==> config.mk <==
export PLATFORM = sky130hd
export DESIGN_NAME = gte_ctrl
export DESIGN_NICKNAME = d
export VERILOG_FILES = /design/src/rtl/gte_pkg.sv /design/src/rtl/gte_ctrl.sv
export VERILOG_INCLUDE_DIRS = /design/src /design/src/rtl
export SDC_FILE = /design/constraint.sdc
export NUM_CORES = 1
export LEC_CHECK = 0
export BUFFER_PORTS_ARGS = -buffer_cell sky130_fd_sc_hd__buf_2
export CAP_MARGIN = 20
export CORE_ASPECT_RATIO = 0.9
export CORE_UTILIZATION = 43
export CTS_CLUSTER_DIAMETER = 50
export DETAILED_ROUTE_END_ITERATION = 7
export GPL_TIMING_DRIVEN = 0
export PLACE_DENSITY = 0.72
export SLEW_MARGIN = 20
export SYNTH_ARGS = -nofsm -noshare
export SYNTH_HDL_FRONTEND = slang
export SYNTH_SLANG_ARGS = --single-unit
==> constraint.sdc <==
create_clock -name clk -period 1.9 [get_ports clk]
set_clock_uncertainty 0.2 [all_clocks]
set_input_delay 0.095 -clock clk [delete_from_list [all_inputs] [get_ports clk]]
set_output_delay 0.095 -clock clk [all_outputs]
set_load 0.05 [all_outputs]
==> src/rtl/assert_macros.svh <==
// assertion helpers shared by the rtl
`ifndef ASSERT_MACROS_SVH
`define ASSERT_MACROS_SVH

// property must hold at every rising clock edge outside reset
`define ASSERT_CLK(label, clk, rst_n, prop, msg) \
	label: assert property (@(posedge clk) disable iff (!rst_n) (prop)) else $error(msg);

// property checked with reset held too
`define ASSERT_ALWAYS(label, clk, prop, msg) \
	label: assert property (@(posedge clk) (prop)) else $error(msg);

`endif

==> src/rtl/gte_pkg.sv <==
`timescale 1ns / 1ps
`default_nettype none
package gte_pkg;
	localparam int unsigned MaxNodesDefault = 1024;
	localparam int unsigned MaxEdgesDefault = 8192;
	localparam int unsigned CmdW = 2;
	localparam int unsigned IndexW = 13;
	localparam int unsigned ValueW = 14;
	localparam int unsigned NodeW = 10;
	localparam int unsigned CountW = 11;

	localparam logic [CmdW-1:0] CMD_LOAD_OFS = 2'd0;
	localparam logic [CmdW-1:0] CMD_LOAD_EDGE = 2'd1;
	localparam logic [CmdW-1:0] CMD_RESTART = 2'd2;
	localparam logic [CmdW-1:0] CMD_STEP = 2'd3;

	localparam logic CFG_NODE_COUNT = 1'b0;
	localparam logic CFG_USE_STACK = 1'b1;

	// controller to datapath commands
	typedef struct packed {
		logic load_ofs;
		logic load_edge;
		logic restart;
		logic scan_rd;
		logic scan_eval;
		logic pop;
		logic ofs_rd0;
		logic ofs_rd1;
		logic edge_rd;
		logic edge_eval;
		logic emit_node;
		logic emit_done;
		logic clear_wr;
	} gte_cmd_t;

	// datapath to controller status
	typedef struct packed {
		logic fill_zero;
		logic scan_end;
		logic scan_hit;
		logic edge_more;
		logic clear_last;
	} gte_sts_t;
endpackage
`default_nettype wire

==> src/rtl/gte_ctrl.sv <==
`timescale 1ns / 1ps
`default_nettype none
`include "assert_macros.svh"
module gte_ctrl (
	input wire logic clk,
	input wire logic arst_n,
	input wire logic start,
	input wire logic [gte_pkg::CmdW-1:0] command,
	input wire gte_pkg::gte_sts_t sts,
	output logic busy,
	output gte_pkg::gte_cmd_t cmd
);
	import gte_pkg::*;

	typedef enum logic [10:0] {
		ST_CLEAR = 11'b00000000001,
		ST_IDLE = 11'b00000000010,
		ST_SCAN_RD = 11'b00000000100,
		ST_SCAN_EV = 11'b00000001000,
		ST_POP = 11'b00000010000,
		ST_POP_WAIT = 11'b00000100000,
		ST_OFS0 = 11'b00001000000,
		ST_OFS1 = 11'b00010000000,
		ST_EDGE_RD = 11'b00100000000,
		ST_EDGE_EV = 11'b01000000000,
		ST_EMIT = 11'b10000000000
	} state_t;

	state_t state_q, state_d;

	assign busy = (state_q != ST_IDLE);

	// next state and command decode
	always_comb begin
		state_d = state_q;
		cmd = '0;
		case (state_q)
			ST_CLEAR: begin
				cmd.clear_wr = 1'b1;
				if (sts.clear_last) state_d = ST_IDLE;
			end
			ST_IDLE: begin
				if (start) begin
					case (command)
						CMD_LOAD_OFS: cmd.load_ofs = 1'b1;
						CMD_LOAD_EDGE: cmd.load_edge = 1'b1;
						CMD_RESTART: begin
							cmd.restart = 1'b1;
							state_d = ST_CLEAR;
						end
						CMD_STEP: state_d = ST_SCAN_RD;
						default: ;
					endcase
				end
			end
			ST_SCAN_RD: begin
				if (!sts.fill_zero) state_d = ST_POP;
				else if (sts.scan_end) begin
					cmd.emit_done = 1'b1;
					state_d = ST_IDLE;
				end else begin
					cmd.scan_rd = 1'b1;
					state_d = ST_SCAN_EV;
				end
			end
			ST_SCAN_EV: begin
				cmd.scan_eval = 1'b1;
				state_d = sts.scan_hit ? ST_POP : ST_SCAN_RD;
			end
			ST_POP: begin
				cmd.pop = 1'b1;
				state_d = ST_POP_WAIT;
			end
			ST_POP_WAIT: begin
				cmd.ofs_rd0 = 1'b1;
				state_d = ST_OFS0;
			end
			ST_OFS0: begin
				cmd.ofs_rd1 = 1'b1;
				state_d = ST_OFS1;
			end
			ST_OFS1: state_d = ST_EDGE_RD;
			ST_EDGE_RD: begin
				if (sts.edge_more) begin
					cmd.edge_rd = 1'b1;
					state_d = ST_EDGE_EV;
				end else state_d = ST_EMIT;
			end
			ST_EDGE_EV: begin
				cmd.edge_eval = 1'b1;
				state_d = ST_EDGE_RD;
			end
			ST_EMIT: begin
				cmd.emit_node = 1'b1;
				state_d = ST_IDLE;
			end
			default: state_d = ST_IDLE;
		endcase
	end

	// state register, clearing pass runs after reset
	always_ff @(posedge clk or negedge arst_n) begin
		if (!arst_n) state_q <= ST_CLEAR;
		else state_q <= state_d;
	end

	`ASSERT_CLK(a_onehot, clk, arst_n, $onehot(state_q), "state not one-hot")
	`ASSERT_CLK(a_emit_excl, clk, arst_n, !(cmd.emit_node && cmd.emit_done), "double emit")
	`ASSERT_CLK(a_emit_idle, clk, arst_n, (cmd.emit_node || cmd.emit_done) |=> !busy,
		"emit not followed by idle")
endmodule
`default_nettype wire

# Word-level counts from Yosys, hierarchy flattened
# Index checks and enable logic that the tools add are counted.
[totals] ff_bits=11 in_bits=10 out_inout_bits=14 elab_cells=50
[op_classes] n_eq_ne=18 n_mux=28 reduce_logical=3
[op_table] operator="11-bit one-hot mux with 9 select lines" count=1
[op_table] operator="11-bit 2-to-1 mux" count=4
[op_table] operator="11-bit one-hot mux with 2 select lines" count=1
[op_table] operator="1-bit 2-to-1 mux" count=18
[op_table] operator="11-bit by 1-bit equality test with 1-bit output, second input constant" count=1
[op_table] operator="11-bit by 10-bit equality test with 1-bit output, second input constant" count=1
[op_table] operator="11-bit equality test, second input constant" count=1
[op_table] operator="11-bit by 2-bit equality test with 1-bit output, second input constant" count=1
[op_table] operator="11-bit by 3-bit equality test with 1-bit output, second input constant" count=1
[op_table] operator="11-bit by 4-bit equality test with 1-bit output, second input constant" count=1
[op_table] operator="11-bit by 5-bit equality test with 1-bit output, second input constant" count=1
[op_table] operator="11-bit by 6-bit equality test with 1-bit output, second input constant" count=1
[op_table] operator="11-bit by 7-bit equality test with 1-bit output, second input constant" count=1
[op_table] operator="11-bit by 8-bit equality test with 1-bit output, second input constant" count=1
[op_table] operator="11-bit by 9-bit equality test with 1-bit output, second input constant" count=1
[op_table] operator="11-bit by 2-bit != test with 1-bit output, second input constant" count=1
[op_table] operator="3-bit 2-to-1 mux" count=2
[op_table] operator="5-bit 2-to-1 mux" count=1
[op_table] operator="2-bit equality test, second input constant" count=2
[op_table] operator="4-bit 2-to-1 mux" count=1
[op_table] operator="2-bit != test, second input constant" count=2
[op_table] operator="3-bit by 1-bit != test with 1-bit output, second input constant" count=1
[op_table] operator="3-bit AND reduction" count=1
[op_table] operator="2-bit by 1-bit equality test with 1-bit output, second input constant" count=1
[op_table] operator="2 further kinds" count=2

# Longest topological paths before layout
[logic_depth] word_depth=4 mapped_depth=7 mapped_depth_nobuf=5

# Worst setup path after synthesis
# No wires, ideal clock.
[synth_path] kind="reg2out" startpoint="register state_q[6]" endpoint="output cmd[11] (netlist name)" t_arrival_ps=3118 required_time_ps=1605 setup_slack_ps=-1513 path_stages_with_launch=7 n_path_buf=1 cell_sequence="dfrtp_1 -> buf_6 -> or3_4 -> nor4_4 -> nand4b_1 -> or2_1 -> nor3_1"
[synth_rtl] item="start, declared" line_no="gte_ctrl.sv:29" source="state_t state_q, state_d;"
[synth_rtl] item="start signal, assigned" line_no="gte_ctrl.sv:104" source="else state_q <= state_d;"
[synth_rtl] item="end, declared" line_no="gte_ctrl.sv:11" source="output gte_pkg::gte_cmd_t cmd"

==> results.toml <==
[status]
status = "finished with violations"
violations = "setup timing"

[critical_path]
crit_path_max_fanout = 4
cp_data_required_time_ns = 1.60
critPathKind = "reg2out"
crit_path_start_kind = "flip-flop"
slowest_delay_ns = 0.45
crit_path_end_kind = "primary output"
critPathArrivalTime_ns = 2.37
cp_cell_sequence = "or3_4 > nor4_4 > nand4b_1 > or2_4 > nor3_4 > buf_6"
r2r_cells = 7
cp_slowest_cell = "or3_4"

[synth]
synth_top_area_share = 0.345
ys.flop_type = "dfrtp_1"
async_reset_ff_frac = 1.00
synth_area_um2 = 726
ys.warnings.count = 0
yosysTopAreaCell = "dfrtp_1"
ys_seq_elements = 11
netlist_instances = 85
ys_types = 32
synth_common_cells = "nor3_1, nor2_1, dfrtp_1"
synth-seq-area-share = 0.381
syn-num-nets = 95
synth.area.top_cells = "dfrtp_1, nor3_1, nor2_1, nand2_1, dfstp_2"
yosysMostFrequentCell = "nor3_1"
synth_edf_count = 0
syn-mean-instance-area_um2 = 8.54

[clock_tree]
cts_max_path_buffers = 2
cts_buffers = 3
htree_levels = 1
clock_latency_ns = 0.28
clkSinkCount = 11
cts_tree = "built"
clockRootBuffer = "clkbuf_4"
clk_pin_slew_ns = 0.08

[sta]
tightest_slew_ns = 0.550
setup_viol = 22
final_max_slew_viol_count = 0
setup_tns_ns = -7.56
fin_ws_ns = -0.769
fmax_ghz = 0.375
fin_hold_ws_ns = 0.106
final_hold_viol_count = 0
rsz0062_at_grt = "yes"
maxSlewHeadroom = 0.624
min_period_ns = 2.67
finalCritPeriodShare = 1.40

[drt]
ant_nets = 0
via_per_inst = 6.95
vias = 1119
drcViolationCount = 0
drtIter0Drc = 95
first_pass_iters = 6
wl_per_cell_um = 25.9
routed_wl_mm = 4.17

[floorplan]
die_w_um = 45.3
start_util = 0.480
core-area_um2 = 1510
ioPinCount = 24
die_area_um2 = 1860
num_rows = 13
die_y_um = 41.0

[finish]
final_core_util = 0.936
reg.largest.list = "state_q x11"
nets = 150
diodes = 0
drive_above_1_share = 0.561
largest_register_ffs = 11
syn2layout_area_growth_pct = 95.2
largest-register = "state_q"

[global_route]
grt_max_degree = 12
grt_antenna_before_repair = 0
overflow = 0
gr-usage-all-layers = 0.348
first_global_vias = 904
grt_pass1_wl_mm = 4.26

[power]
power_density_nw_per_um2 = 1140
peakVddDrop_uv = 986
p_leak_nw = 0.633

[placement]
gp_congestion = 0.787
place_ws_ns = -0.403
place_hpwl_mm = 1.35
place.port_buffers = 23

[worst_hold_path]
hold_path.class = "in2async"

[run]
cap_violations = 0
-- layer usage --
metal  track usage  routed length [um]
met5             0                   0
met4         0.152                 518
met3        0.0573                 579
met2         0.649                1820
met1         0.400                1260
-- per-stage QoR --
step	instance area (um2)	power [mW]	std cells
detailed placement	962	0.887	130
global route	1420	1.64	161
floorplan	820	0.774	85
CTS	1360	1.40	159
finish	1420	1.61	161
global placement	962	0.877	130
-- final timing paths --
check / from / endpoint / slack (ns)
max: state_q[5] / cmd[11] / -0.77
min: arst_n / state_q[3] / 0.11
max reg2reg: state_q[5] / state_q[1] / -0.47
min reg2reg: state_q[4] / state_q[6] / 0.49
max in group asynchronous: arst_n / state_q[0] / 1.12
min in group clk: command[0] / state_q[2] / 0.22
-- power by group --
part / internal, mW / switching (mW) / total, mW
Combinational: 0.493 / 0.637 / 1.13
Clock: 0.0813 / 0.0851 / 0.166
Sequential: 0.267 / 0.0479 / 0.315
Total: 0.842 / 0.770 / 1.61
-- cell usage in the layout (no fill, tap or decap), types with 3 or more instances in the layout --
cell type and n:
nand2b_1 3, nor3_2 3, inv_1 5, buf_6 11
buf_2 10, nor3_4 5, clkbuf_4 3, nor2_4 4
o21ai_0 3, nand2_1 5, xnor2_1 3, dfrtp_2 3
dlygate4sd3_1 8, buf_8 6, nor3_1 4, dfrtp_1 7
nor2_1 6, buf_4 16
-- cell type report --
cell class                      instances  area, um2
Fill cell                              44       96.3
Sequential cell                        11        280
Buffer                                  2       18.8
Tap cell                               22       27.5
Timing Repair Buffer                   51        479
Multi-Input combinational cell         65        559
Inverter                                6       25.0
Clock buffer                            4       26.3
-- worst max-delay path: cells and delay by family, from the launching register on --
kind / cells / cell delay, ns
buffers and inverters: 1 / 0.20
AND/OR/NAND/NOR: 5 / 1.48
flip-flops: 1 / 0.43
-- repair_timing --
item                                    CTS  global route
hold buffers                              8             0
endpoints found under the setup margin   18            20
resized for setup                        42            14
pin swaps                                11             9
endpoints found under the hold margin    18             0
cloned                                    0             0
buffers inserted                         17             6
-- cells by family after synthesis --
family / count (synthesis) / share of synthesized area
AND/OR/NAND/NOR: 51 / 0.417
flip-flops: 11 / 0.381
AO/OA/AOI/OAI: 10 / 0.0931
buffers and inverters: 9 / 0.0586
XOR/XNOR: 3 / 0.0362
multiplexers: 1 / 0.0138
Note: power is estimated with default switching activity, not from simulation.
